### src/pswu_pkg.sv
// Shared types, constants and arithmetic helpers for the particle swarm update engine.
// No dependencies; every other source file refers to it by scoped names.
package pswu_pkg;

    localparam int OP_W   = 2;
    localparam int PID_W  = 5;
    localparam int DIM_W  = 4;
    localparam int Q_W    = 32;
    localparam int WT_W   = 20;
    localparam int RND_W  = 16;
    localparam int ADIM_W = 5;
    localparam int BSEL_W = 4;

    localparam int QUEUE_DEPTH = 2;
    localparam int QPTR_W      = 1;

    localparam logic [WT_W-1:0]   RST_INERTIA = 20'd62259;
    localparam logic [WT_W-1:0]   RST_GPULL   = 20'd131072;
    localparam logic [WT_W-1:0]   RST_LPULL   = 20'd131072;
    localparam logic [WT_W-1:0]   RST_VSCALE  = 20'd6554;
    localparam logic [ADIM_W-1:0] RST_ADIMS   = 5'd16;

    localparam logic [Q_W-1:0] Q_MIN = 32'h8000_0000;
    localparam logic [Q_W-1:0] Q_MAX = 32'h7FFF_FFFF;

    typedef enum logic [OP_W-1:0] {
        OP_INIT   = 2'd0,
        OP_MOVE   = 2'd1,
        OP_REPORT = 2'd2
    } t_op;

    typedef enum logic [2:0] {
        CFG_INERTIA = 3'd0,
        CFG_GPULL   = 3'd1,
        CFG_LPULL   = 3'd2,
        CFG_VSCALE  = 3'd3,
        CFG_BSEL    = 3'd4,
        CFG_BLOW    = 3'd5,
        CFG_BHIGH   = 3'd6,
        CFG_ADIMS   = 3'd7
    } t_cfg_idx;

    typedef struct packed {
        logic [WT_W-1:0]   inertia;
        logic [WT_W-1:0]   gpull;
        logic [WT_W-1:0]   lpull;
        logic [WT_W-1:0]   vscale;
        logic [ADIM_W-1:0] adims;
    } t_cfg;

    typedef struct packed {
        t_op              op;
        logic [PID_W-1:0] pid;
        logic [DIM_W-1:0] dim;
        logic [Q_W-1:0]   coord;
        logic [Q_W-1:0]   fit;
        logic [Q_W-1:0]   vinit;
        logic [WT_W-1:0]  gf;
        logic [WT_W-1:0]  lf;
    } t_cmd;

    function automatic logic signed [Q_W-1:0] sat32(input logic signed [63:0] v);
        logic signed [63:0] hi;
        logic signed [63:0] lo;
        hi = 64'sh0000_0000_7FFF_FFFF;
        lo = -64'sh0000_0000_8000_0000;
        if (v > hi) begin
            return $signed(Q_MAX);
        end else if (v < lo) begin
            return $signed(Q_MIN);
        end
        return v[Q_W-1:0];
    endfunction

endpackage

### src/pswu_queue.sv
// Short command queue between front end and execution side.
// Depends on pswu_pkg.
module pswu_queue (
    input  logic           i_clk,
    input  logic           i_rst_n,
    input  logic           i_push,
    input  pswu_pkg::t_cmd i_cmd,
    input  logic           i_pop,
    output logic           o_valid,
    output logic           o_full,
    output pswu_pkg::t_cmd o_cmd
);

    pswu_pkg::t_cmd                r_mem [pswu_pkg::QUEUE_DEPTH];
    logic [pswu_pkg::QPTR_W-1:0]   r_wp;
    logic [pswu_pkg::QPTR_W-1:0]   r_rp;
    logic [pswu_pkg::QPTR_W:0]     r_cnt;

    assign o_valid = r_cnt != '0;
    assign o_full  = r_cnt == (pswu_pkg::QPTR_W + 1)'(pswu_pkg::QUEUE_DEPTH);
    assign o_cmd   = r_mem[r_rp];

    always_ff @(posedge i_clk) begin
        if (!i_rst_n) begin
            r_wp  <= '0;
            r_rp  <= '0;
            r_cnt <= '0;
        end else begin
            if (i_push) begin
                r_wp <= r_wp + 1'b1;
            end
            if (i_pop) begin
                r_rp <= r_rp + 1'b1;
            end
            if (i_push && !i_pop) begin
                r_cnt <= r_cnt + 1'b1;
            end else if (!i_push && i_pop) begin
                r_cnt <= r_cnt - 1'b1;
            end
        end
    end

    always_ff @(posedge i_clk) begin
        if (i_push) begin
            r_mem[r_wp] <= i_cmd;
        end
    end

endmodule

### config.mk
export PLATFORM = sky130hd
export DESIGN_NAME = pswu_queue
export DESIGN_NICKNAME = d
export VERILOG_FILES = /design/src/pswu_pkg.sv /design/src/pswu_queue.sv
export SDC_FILE = /design/constraint.sdc
export NUM_CORES = 1
export LEC_CHECK = 0
export BUFFER_PORTS_ARGS = -buffer_cell sky130_fd_sc_hd__buf_4
export CAP_MARGIN = 15
export CORE_MARGIN = 4
export CORE_UTILIZATION = 47
export CTS_CLUSTER_SIZE = 14
export DETAILED_ROUTE_END_ITERATION = 7
export PLACE_DENSITY = 0.83
export SYNTH_ARGS = -nofsm -noshare
export SYNTH_HDL_FRONTEND = slang
export SYNTH_SLANG_ARGS = --single-unit
### constraint.sdc
create_clock -name i_clk -period 8.1 [get_ports i_clk]
set_input_delay 1.62 -clock i_clk [delete_from_list [all_inputs] [get_ports i_clk]]
set_output_delay 1.62 -clock i_clk [all_outputs]
set_load 0.005 [all_outputs]
======== Yosys cells after proc, flatten, opt, wreduce, memory -nomap -nowiden ========
Memories as Yosys holds them, arrays and structs flattened. A register that Yosys moved wholly into a read port is not among the register bits.
Index checks and enable logic that the tools add are counted.
W data, S select, Z words.
cells by class
  $add $sub $neg .......................... 4
  equality and inequality tests ........... 1
  muxes and demuxes ....................... 6
  reductions and logical operators ........ 6
operators with widths
  operator               count
  $mux W1                4
  $mux W2                2
  $reduce_bool A2 Y1     2
  $add A1 B1 Y1 const B  2
  $add A2 B1 Y2 const B  1
  $eq A2 B2 Y1 const B   1
  $logic_and A1 B1 Y1    2
  $logic_not A1 Y1       2
  $sub A2 B1 Y2 const B  1
word-level totals
  register bits after elaboration ......... 4
  memory bits (writable) .................. 294
  bits of input ports ..................... 151
  output and inout port bits .............. 149
  word-level logic and storage cells ...... 21
  memories kept ........................... 1
memory list
  name   depth  bits a word  rd ports  clocked after memory_dff  wr ports  line              text
  r_mem  2      147          1         1                         1         pswu_queue.sv:14  pswu_pkg::t_cmd r_mem [pswu_pkg::QUEUE_DEPTH];

======== Logic depth before layout (Yosys ltp) ========
  depth in word-level cells ............... 4
  depth in mapped cells ................... 5
  mapped depth without buffers ............ 5

======== Worst setup path before layout ========
OpenSTA, ideal clock, no wires.
  path type ............................... in2reg
  start point ............................. input i_push
  end point ............................... memory r_mem[0][0] in the netlist's numbering, enable pin
  arrival time ............................ 8.011 ns
  data required time ...................... 7.427 ns
  slack ................................... -0.584 ns
  stages .................................. 1
  path buffers ............................ 0
  cell sequence ........................... nor2b_1
on the way
  word-level cells in the longest chain between the ends .. 2
RTL lines
  element                        line              text
  from (decl)                    pswu_queue.sv:6   input logic i_push,
  $mux W1                        pswu_queue.sv:44  if (i_push) begin
  $mux W1 (implied by the code)  pswu_queue.sv:45  r_mem[r_wp] <= i_cmd;
  to (decl)                      pswu_queue.sv:14
No other way between the ends.

==> out/qor.yml <==
cap_violations: 0
grt_pass1_wl_um: 33400
fill_cells: 1607
grt_antenna_before_repair: 0
drt_iter0_markers: 323
design_area_mm2: 0.0143
cts_buffers: 30
root_buffer: "clkbuf_16"
track_usage_pct: 16.3
clockBufferDepth: 3
layout.nets: 950
synth_compound_area_share_pct: 0.184
multi_input_area_mm2: 0.00178
ant_nets: 0
drc: 0
num_vias: 5525
htree_levels: 1
post-dp-hpwl_um: 14200
place_worst_setup_slack_ns: 3.92
via_per_inst: 4.99
yosys.area_share.simple_pct: 0.518
ctsHoldBuffers: 0
place_inst: 1051
finClkSkew_ns: 0.00537
power_density_mw_per_mm2: 245
ys_seq_area_share_pct: 82.1
area_growth_syn_to_layout_pct: 31.5
ys_warn_count: 0
path_clk_slew_ns: 0.06
fin_crit_sh_pct: 57.2
gp_congestion: 0.753
dieArea_mm2: 0.0256
ioPinCount: 300
hold_viol: 0
cts.sinks: 299
rsz0062_at_grt: "no"
vdd_drop_max_mv: 0.215
core_mm2: 0.0227
path_max_fanout: 84
hold_class: "reg -> reg"
stdcell_count: 1107
status: "complete, no violations"
syn_inst: 479
die_h_um: 160
post_cts_buffers: 0
post_drt_wl_per_cell_um: 19.6
tritoncts: "done"
avgSynthCellArea_um2: 22.7
grt_pass1_vias: 5999
cp-end-kind: "output pin"
io_buffers: 299
muxShareOfSynthArea_pct: 15.2
fin_crit_ns: 4.63
slew_violations: 0
synth_top_family_by_area: "multiplexers"
slew_headroom_pct: 24.0
cp-start-kind: "flip-flop"
start_util_pct: 47.9
fin_ws_ns: 3.47
antenna_cells: 0
grt_overflow: 0
max_freq_mhz: 216
required_ns: 6.48
yosys_register_bits: 299
syn-cell-area_mm2: 0.0109
register_area_mm2: 0.00893
setup_viol: 0
synth.distinct_cells: 16
leakagePower_nw: 5.34
insertion_delay_ns: 0.53
synth_xor_xnor_area_share_pct: 0.242
drive_gt1_share_pct: 60.3
synthAdderAreaFrac_pct: 0.115
timing.setup.tns_ns: 0
worst_pin_slew_ns: 1.14
cts_resized: 0
critPathKind: "reg -> out"
grt_max_degree: 85
drt-total-wl_um: 21700
cp_data_arrival_time_ns: 3.01
syn_nets: 631
first_pass_iters: 5
row_count: 55
fp.dieW_um: 160
placed_area_mm2: 0.0133
worst max-delay path, cell delays in order, from the launching register on:
cell	delay (ns)
dfxtp_4	1.05
buf_4	0.79
mux2_2	0.42
buf_4	0.14
report_power, final:
group	total, mW	switching, mW	internal, mW
sequential	1.83	0.0345	1.79
combinational	0.357	0.141	0.216
clock	1.32	0.537	0.780
cell type report:
| cell class | instances | share of cell area, % |
|---|---|---|
| multi-input combinational | 163 | 12.4 |
| tap | 285 | 2.49 |
| sequential | 299 | 62.5 |
| timing repair buffer | 303 | 15.9 |
| inverter | 1 | 0.0262 |
| clock buffer | 42 | 5.85 |
| clock inverter | 14 | 0.814 |
metrics by stage:
step	total power, mW	utilization (%)	hold WS (ns)
global placement	2.21	58.8	0.475
CTS	3.54	63.0	0.502
finish	3.50	63.0	0.500
floorplan	2.02	-	0.461
detailed placement	2.22	58.8	0.493
global route	3.64	63.0	0.539
path summary, 6_finish.rpt:
path / depth (start not counted) / to / startpoint / slack (ns)
max: 3 / o_cmd[139] / flip-flop / 3.47
min: 2 / r_cnt[1] / r_cnt[1] / 0.50
max reg2reg: 2 / r_mem[1][102] / r_wp / 5.45
min reg2reg: 2 / r_cnt[1] / r_cnt[1] / 0.50
placed cells by master (no fill, tap or decap), drive strengths merged:
cell type	instances
a21boi	1
and2	4
buf	303
bufinv	2
clkbuf	42
clkinv	11
clkinvlp	1
dfxtp	5
edfxtp	294
ha	1
inv	1
mux2	147
nor2b	3
o21a	1
o21ai	1
or2	1
or3	1
xnor2	1
xor2	2
registers in the layout, indices dropped and copies added (netlist names), named ones only:
register	count
r_wp	1
r_mem	294
r_cnt	2
r_rp	1
metal layers:
layer	track usage (%)	routed length (µm)
met4	5.16	616
met3	5.06	1710
met2	28.2	11000
met1	19.8	8310
met5	0	0
kinds of logic after synthesis:
family                   after synthesis
buffers and inverters                 17
AND/OR/NAND/NOR                        9
flip-flops                           299
XOR/XNOR                               3
adder cells (fa/ha/maj)                1
multiplexers                         147
AO/OA/AOI/OAI                          3
synth_stat cells:
cell type / count / area, µm²
a21boi_1: 1 / 7.51
nor2b_1: 3 / 18.8
or2_2: 1 / 6.26
or3_1: 1 / 6.26
xor2_1: 2 / 17.5
o21ai_0: 1 / 5.00
xnor2_1: 1 / 8.76
buf_6: 15 / 169
ha_1: 1 / 12.5
o21a_1: 1 / 7.51
dfxtp_1: 5 / 100
buf_2: 1 / 5.00
and2_1: 4 / 25.0
edfxtp_1: 294 / 8830
inv_1: 1 / 3.75
mux2_2: 147 / 1660
Power figures use the tool's default switching activity.
