## src/pswu_pkg.sv

```systemverilog
// Shared types, constants and arithmetic helpers for the particle swarm update engine.
// No dependencies; every other source file refers to it by scoped names.
package pswu_pkg;

    localparam int OP_W   = 2;
    localparam int PID_W  = 5;
    localparam int DIM_W  = 4;
    localparam int Q_W    = 32;
    localparam int WT_W   = 20;
    localparam int RND_W  = 16;
    localparam int ADIM_W = 5;
    localparam int BSEL_W = 4;

    localparam int QUEUE_DEPTH = 2;
    localparam int QPTR_W      = 1;

    localparam logic [WT_W-1:0]   RST_INERTIA = 20'd62259;
    localparam logic [WT_W-1:0]   RST_GPULL   = 20'd131072;
    localparam logic [WT_W-1:0]   RST_LPULL   = 20'd131072;
    localparam logic [WT_W-1:0]   RST_VSCALE  = 20'd6554;
    localparam logic [ADIM_W-1:0] RST_ADIMS   = 5'd16;

    localparam logic [Q_W-1:0] Q_MIN = 32'h8000_0000;
    localparam logic [Q_W-1:0] Q_MAX = 32'h7FFF_FFFF;

    typedef enum logic [OP_W-1:0] {
        OP_INIT   = 2'd0,
        OP_MOVE   = 2'd1,
        OP_REPORT = 2'd2
    } t_op;

    typedef enum logic [2:0] {
        CFG_INERTIA = 3'd0,
        CFG_GPULL   = 3'd1,
        CFG_LPULL   = 3'd2,
        CFG_VSCALE  = 3'd3,
        CFG_BSEL    = 3'd4,
        CFG_BLOW    = 3'd5,
        CFG_BHIGH   = 3'd6,
        CFG_ADIMS   = 3'd7
    } t_cfg_idx;

    typedef struct packed {
        logic [WT_W-1:0]   inertia;
        logic [WT_W-1:0]   gpull;
        logic [WT_W-1:0]   lpull;
        logic [WT_W-1:0]   vscale;
        logic [ADIM_W-1:0] adims;
    } t_cfg;

    typedef struct packed {
        t_op              op;
        logic [PID_W-1:0] pid;
        logic [DIM_W-1:0] dim;
        logic [Q_W-1:0]   coord;
        logic [Q_W-1:0]   fit;
        logic [Q_W-1:0]   vinit;
        logic [WT_W-1:0]  gf;
        logic [WT_W-1:0]  lf;
    } t_cmd;

    function automatic logic signed [Q_W-1:0] sat32(input logic signed [63:0] v);
        logic signed [63:0] hi;
        logic signed [63:0] lo;
        hi = 64'sh0000_0000_7FFF_FFFF;
        lo = -64'sh0000_0000_8000_0000;
        if (v > hi) begin
            return $signed(Q_MAX);
        end else if (v < lo) begin
            return $signed(Q_MIN);
        end
        return v[Q_W-1:0];
    endfunction

endpackage

```

## src/pswu_if.sv

```systemverilog
// Valid/ready channel interfaces for the item input and the coordinate output.
// Depends on pswu_pkg for field widths.
interface pswu_in_if;
    logic                              valid;
    logic                              ready;
    logic [pswu_pkg::OP_W-1:0]         operation;
    logic [pswu_pkg::PID_W-1:0]        particle_id;
    logic [pswu_pkg::DIM_W-1:0]        dim_index;
    logic signed [pswu_pkg::Q_W-1:0]   coord_value;
    logic signed [pswu_pkg::Q_W-1:0]   aux_point;
    logic signed [pswu_pkg::Q_W-1:0]   fitness_value;
    logic [pswu_pkg::RND_W-1:0]        rand_global;
    logic [pswu_pkg::RND_W-1:0]        rand_local;

    modport source (output valid, operation, particle_id, dim_index, coord_value, aux_point,
                    fitness_value, rand_global, rand_local, input ready);
    modport sink (input valid, operation, particle_id, dim_index, coord_value, aux_point,
                  fitness_value, rand_global, rand_local, output ready);
endinterface


```

## src/pswu_front.sv

```systemverilog
// Front end: accepts items, drops out-of-range ones, precomputes start velocity and pull factors.
// Depends on pswu_pkg and pswu_in_if.
module pswu_front #(
    parameter int SWARM_SIZE = 32,
    parameter int MAX_DIMS   = 16
) (
    input  pswu_pkg::t_cfg  i_cfg,
    input  logic            i_q_full,
    input  logic            i_clearing,
    pswu_in_if.sink         i_in,
    output logic            o_push,
    output pswu_pkg::t_cmd  o_cmd
);

    logic               w_keep;
    logic               w_in_range;
    logic signed [32:0] w_diff;
    logic signed [53:0] w_vprod;
    logic signed [53:0] w_vsh;
    logic [35:0]        w_gprod;
    logic [35:0]        w_lprod;

    assign i_in.ready = !i_q_full && !i_clearing;

    assign w_in_range = (32'(i_in.particle_id) < SWARM_SIZE) && (32'(i_in.dim_index) < MAX_DIMS);

    always_comb begin
        unique case (i_in.operation)
            pswu_pkg::OP_MOVE:                      w_keep = 1'b1;
            pswu_pkg::OP_INIT, pswu_pkg::OP_REPORT: w_keep = w_in_range;
            default:                                w_keep = 1'b0;
        endcase
    end

    assign o_push = i_in.valid && i_in.ready && w_keep;

    assign w_diff  = 33'(i_in.coord_value) - 33'(i_in.aux_point);
    assign w_vprod = 54'(w_diff) * 54'($signed({1'b0, i_cfg.vscale}));
    assign w_vsh   = w_vprod >>> 16;
    assign w_gprod = 36'(i_cfg.gpull) * 36'(i_in.rand_global);
    assign w_lprod = 36'(i_cfg.lpull) * 36'(i_in.rand_local);

    always_comb begin
        o_cmd.op    = pswu_pkg::t_op'(i_in.operation);
        o_cmd.pid   = i_in.particle_id;
        o_cmd.dim   = i_in.dim_index;
        o_cmd.coord = i_in.coord_value;
        o_cmd.fit   = i_in.fitness_value;
        o_cmd.vinit = pswu_pkg::sat32(64'(w_vsh));
        o_cmd.gf    = w_gprod[35:16];
        o_cmd.lf    = w_lprod[35:16];
    end

endmodule

```

## src/flat_wrapper.sv

```systemverilog
// flat-port wrapper written by rule: the top's interface ports become plain ports
module pswu_front_flat 
#(
    parameter int SWARM_SIZE = 32,
    parameter int MAX_DIMS   = 16
)
  (i_cfg, i_q_full, i_clearing, o_push, o_cmd, i_in_valid, i_in_operation, i_in_particle_id, i_in_dim_index, i_in_coord_value, i_in_aux_point, i_in_fitness_value, i_in_rand_global, i_in_rand_local, i_in_ready);
  pswu_in_if i_in_i ();
  input  pswu_pkg::t_cfg i_cfg;
  input  logic i_q_full;
  input  logic i_clearing;
  output logic o_push;
  output pswu_pkg::t_cmd o_cmd;
  input wire logic [$bits(i_in_i.valid)-1:0] i_in_valid;
  input wire logic [$bits(i_in_i.operation)-1:0] i_in_operation;
  input wire logic [$bits(i_in_i.particle_id)-1:0] i_in_particle_id;
  input wire logic [$bits(i_in_i.dim_index)-1:0] i_in_dim_index;
  input wire logic [$bits(i_in_i.coord_value)-1:0] i_in_coord_value;
  input wire logic [$bits(i_in_i.aux_point)-1:0] i_in_aux_point;
  input wire logic [$bits(i_in_i.fitness_value)-1:0] i_in_fitness_value;
  input wire logic [$bits(i_in_i.rand_global)-1:0] i_in_rand_global;
  input wire logic [$bits(i_in_i.rand_local)-1:0] i_in_rand_local;
  output wire logic [$bits(i_in_i.ready)-1:0] i_in_ready;
  assign i_in_i.valid = i_in_valid;
  assign i_in_i.operation = i_in_operation;
  assign i_in_i.particle_id = i_in_particle_id;
  assign i_in_i.dim_index = i_in_dim_index;
  assign i_in_i.coord_value = i_in_coord_value;
  assign i_in_i.aux_point = i_in_aux_point;
  assign i_in_i.fitness_value = i_in_fitness_value;
  assign i_in_i.rand_global = i_in_rand_global;
  assign i_in_i.rand_local = i_in_rand_local;
  assign i_in_ready = i_in_i.ready;
  pswu_front #(.SWARM_SIZE(SWARM_SIZE), .MAX_DIMS(MAX_DIMS)) u_core (.i_cfg(i_cfg), .i_q_full(i_q_full), .i_clearing(i_clearing), .i_in(i_in_i), .o_push(o_push), .o_cmd(o_cmd));
endmodule
```

## config.mk

```make
export PLATFORM = sky130hd
export DESIGN_NAME = pswu_front_flat
export DESIGN_NICKNAME = d
export VERILOG_FILES = /design/src/pswu_pkg.sv /design/src/pswu_if.sv /design/src/pswu_front.sv /design/src/flat_wrapper.sv
export SDC_FILE = /design/constraint.sdc
export NUM_CORES = 2
export LEC_CHECK = 0
export ABC_AREA = 0
export BUFFER_PORTS_ARGS = -buffer_cell sky130_fd_sc_hd__buf_2
export CORE_MARGIN = 2
export CORE_UTILIZATION = 56
export DETAILED_ROUTE_END_ITERATION = 10
export GPL_TIMING_DRIVEN = 1
export PLACE_DENSITY = 0.86
export SLEW_MARGIN = 5
export SYNTH_ARGS = -nofsm -noshare
export SYNTH_HDL_FRONTEND = slang
export SYNTH_SLANG_ARGS = --single-unit
```

## constraint.sdc

```tcl
create_clock -name vclk -period 32.3
set_input_delay 3.23 -clock vclk [all_inputs]
set_output_delay 3.23 -clock vclk [all_outputs]
set_load 0.05 [all_outputs]
```

Yosys cells after proc, flatten, opt, wreduce, memory -nomap -nowiden:

Index checks and enable logic that the tools add are counted.

* bits in registers: 0
* input port bits: 227
* output and inout port bits: 149
* word-level logic and storage cells: 21

* $add $sub $neg: 1
* multipliers: 3
* order comparisons: 2
* eq/ne operators: 2
* mux-type cells: 6
* reductions and logical operators: 7

Operators with widths (count)
* $mux W32: 3
* $mul A20 B16 Y36: 2
* $mul A33 B21 Y54: 1
* $gt A38 B32 Y1 const B: 1
* $lt A38 B32 Y1 const B: 1
* $sub A32 B32 Y33: 1
* $logic_and A1 B1 Y1: 3
* $mux W1: 3
* $reduce_or A3 Y1: 1
* $eq A2 B1 Y1 const B: 1
* $eq A2 B2 Y1 const B: 1
* $logic_not A1 Y1: 2
* $logic_not A2 Y1: 1

Depth between registers and ports, before layout:

* word-level depth: 6
* mapped depth: 40
* gate-level depth less buffers: 38

Worst setup path after synthesis:

Ideal clock, no wire load.

* path type: input port to output port
* from: in i_in_aux_point[9]
* to: out o_cmd[40] in the netlist's numbering
* arrival: 13.169 ns
* required time: 29.070 ns
* setup slack: 15.901 ns
* cell stages on the path: 35
* buffers on the path: 1
* cell sequence: inv_1 -> ha_1 -> a21o_1 -> a21o_1 -> a21oi_1 -> o22ai_1 -> a21o_1 -> o311ai_1 -> a21oi_1 -> o41ai_1 -> o21a_1 -> clkbuf_1 -> nand2_1 -> inv_1 -> fa_1 -> inv_1 -> fa_1 -> fa_1 -> inv_1 -> fa_1 -> fa_1 -> fa_1 -> fa_1 -> ha_1 -> a21o_1 -> a21o_1 -> a21o_1 -> a21o_1 -> a21o_1 -> a21o_1 -> a21oi_1 -> a31oi_1 -> a2111oi_4 -> a41oi_4 -> o21ai_0

RTL lines
* from (decl): line flat_wrapper.sv:19 `input wire logic [$bits(i_in_i.aux_point)-1:0] i_in_aux_point;`
* to (decl): line flat_wrapper.sv:13 `output pswu_pkg::t_cmd o_cmd;`

==> flow_metrics.tcl <==
set metrics [dict create \
    synthesis.nets 6888 \
    cp.required_ps 29070 \
    yosysUniqueCellTypes 74 \
    cpPeakStageDelay_ps 1000 \
    grt_pass1_wl_um 191700 \
    hold_violations 0 \
    core_area_mm2 0.08042 \
    dieArea_mm2 0.08337 \
    fin_crit_sh 0.5654 \
    io_buffers 269 \
    synth_top_cell_by_area "fa_1" \
    viasPerCell 5.584 \
    grt-ovfl-total 0 \
    finalSetupViolations 0 \
    die_x_um 288.7 \
    final-max-slew-violation-count 0 \
    whs_endpoint "o_cmd[102]" \
    nFlopsAndLatches 0 \
    fin_util 0.5830 \
    slowest_stage "a41oi_4" \
    rsz0062_at_grt "false" \
    grt_pass1_vias 38230 \
    finalNetCount 6867 \
    synth_cells 5140 \
    fillers 6695 \
    syn_area_mm2 0.04540 \
    crit_type "primary input to output pin" \
    seqCellArea_um2 0 \
    grt_max_degree 45 \
    cts_hold_buffers 0 \
    tns_ps 0 \
    wire_per_inst_um 18.74 \
    area_growth_pct 3.263 \
    status "finished clean" \
    seq_area_frac_synth 0 \
    min-delay-start "i_in_fitness_value[30]" \
    cp-end-kind "output pin" \
    drc_errors 0 \
    hold-path-cell-count 0 \
    critPathLaunch "i_in_aux_point[18]" \
    finalCriticalPeriod_ps 18260 \
    netlist_top_cells_count "1223 x inv_1, 1138 x fa_1, 718 x nand2_1" \
    dp.final_hpwl_um 91580 \
    tightest_slew_ps 1149 \
    crit_top_cell "fa_1" \
    cp_max_fo 43 \
    dr.pass1.iters 6 \
    routed_wl_um 115800 \
    crit_family "compound AO/OA/AOI/OAI gates" \
    drive_above_1_share 0.06918 \
    relSlewSlack 0.2316 \
    synth_most_common_cell "inv_1" \
    drtIter0Drc 2318 \
    grt_use_total 0.2897 \
    ctsResizeCount 0 \
    start_kind "primary input" \
    cap_violations 0 \
    critPathArrivalTime_ps 15030 \
    max_freq_mhz 54.76 \
    ys_top_cells_by_area "fa_1 50%, ha_1 11%, inv_1 10%" \
    hp-class "primary input to output pin" \
    avgSynthCellArea_um2 8.834 \
    netlist.area_leader.share 0.5017 \
    clockBufferCount 0 \
    crit_buf_inv 7 \
    antenna_found_initial 9 \
    placementRows 104 \
    ant_nets 0 \
    top_level_ports 376 \
    vias 34510 \
    die_h_um 288.7 \
    gp_congestion 0.9450 \
    synth_warnings 0 \
    cts_setup_buffers 0 \
    start_util 0.5646 \
]
[layer usage]
metal  share of wire  vias up  track usage
met3           0.099      366      0.05711
li1                -    14880            -
met4           0.042        4       0.1062
met2            0.49     1708       0.5022
met5         0.00025        -            0
met1            0.37    17550       0.3598
[per-stage QoR]
stage	hold WS (ps)	cells	setup WS, ps	area, um2
floorplan	6627	5140	15900	45400
global placement	6460	6177	14430	46880
detailed placement	6460	6177	14140	46880
CTS	6460	6177	14090	46880
global route	6460	6179	13280	46880
finish	6460	6180	14040	46890
[final cells by class]
type / instances / area, um2 / share of cell area
multi-input combinational: 3584 / 39310 / 0.8384
timing repair buffer: 310 / 1654 / 0.03528
antenna: 3 / 7.507 / 0.0001601
inverter: 1223 / 4591 / 0.09791
tap: 1060 / 1326 / 0.02829
[worst max-delay path by stage]
stage                      endpoint  slack [ps]  cells after the start
after floorplan           o_cmd[40]       15900                     35
after global placement    o_cmd[40]       14430                     35
after detailed placement  o_cmd[40]       14140                     35
after CTS                 o_cmd[40]       14090                     35
after global routing      o_cmd[40]       13280                     36
final                     o_cmd[40]       14040                     35
[cell usage in the layout, fill, tap and decap left out, types with 10 or more instances in the layout]
cell / count
a211oi_1: 10
a21o_1: 63
a21oi_1: 83
a31oi_1: 11
and2_1: 580
and2b_1: 12
buf_2: 269
buf_4: 41
fa_1: 1138
ha_1: 383
inv_1: 1223
mux2_2: 13
mux2i_1: 29
nand2_1: 718
nand2b_1: 62
nand3_1: 20
nand4_1: 14
nor2_1: 46
nor2b_1: 32
nor3_1: 17
nor3b_1: 17
o21a_1: 17
o21ai_0: 42
o21ai_1: 30
o21bai_1: 12
xnor2_1: 87
xor2_1: 36
[cells by family after synthesis]
kind of cell	count (synthesis)	synth area share
and+or+nand+nor	1552	0.1723
AOI/OAI and AO/OA	342	0.05081
muxes	42	0.009617
adders and majority gates	1523	0.6077
buffers and inverters	1556	0.1354
xor gates and xnor gates	125	0.02411
Power is left out: the tool's default activity adds up to more than one toggle a clock period on the data nets, which glitch-free logic cannot reach.
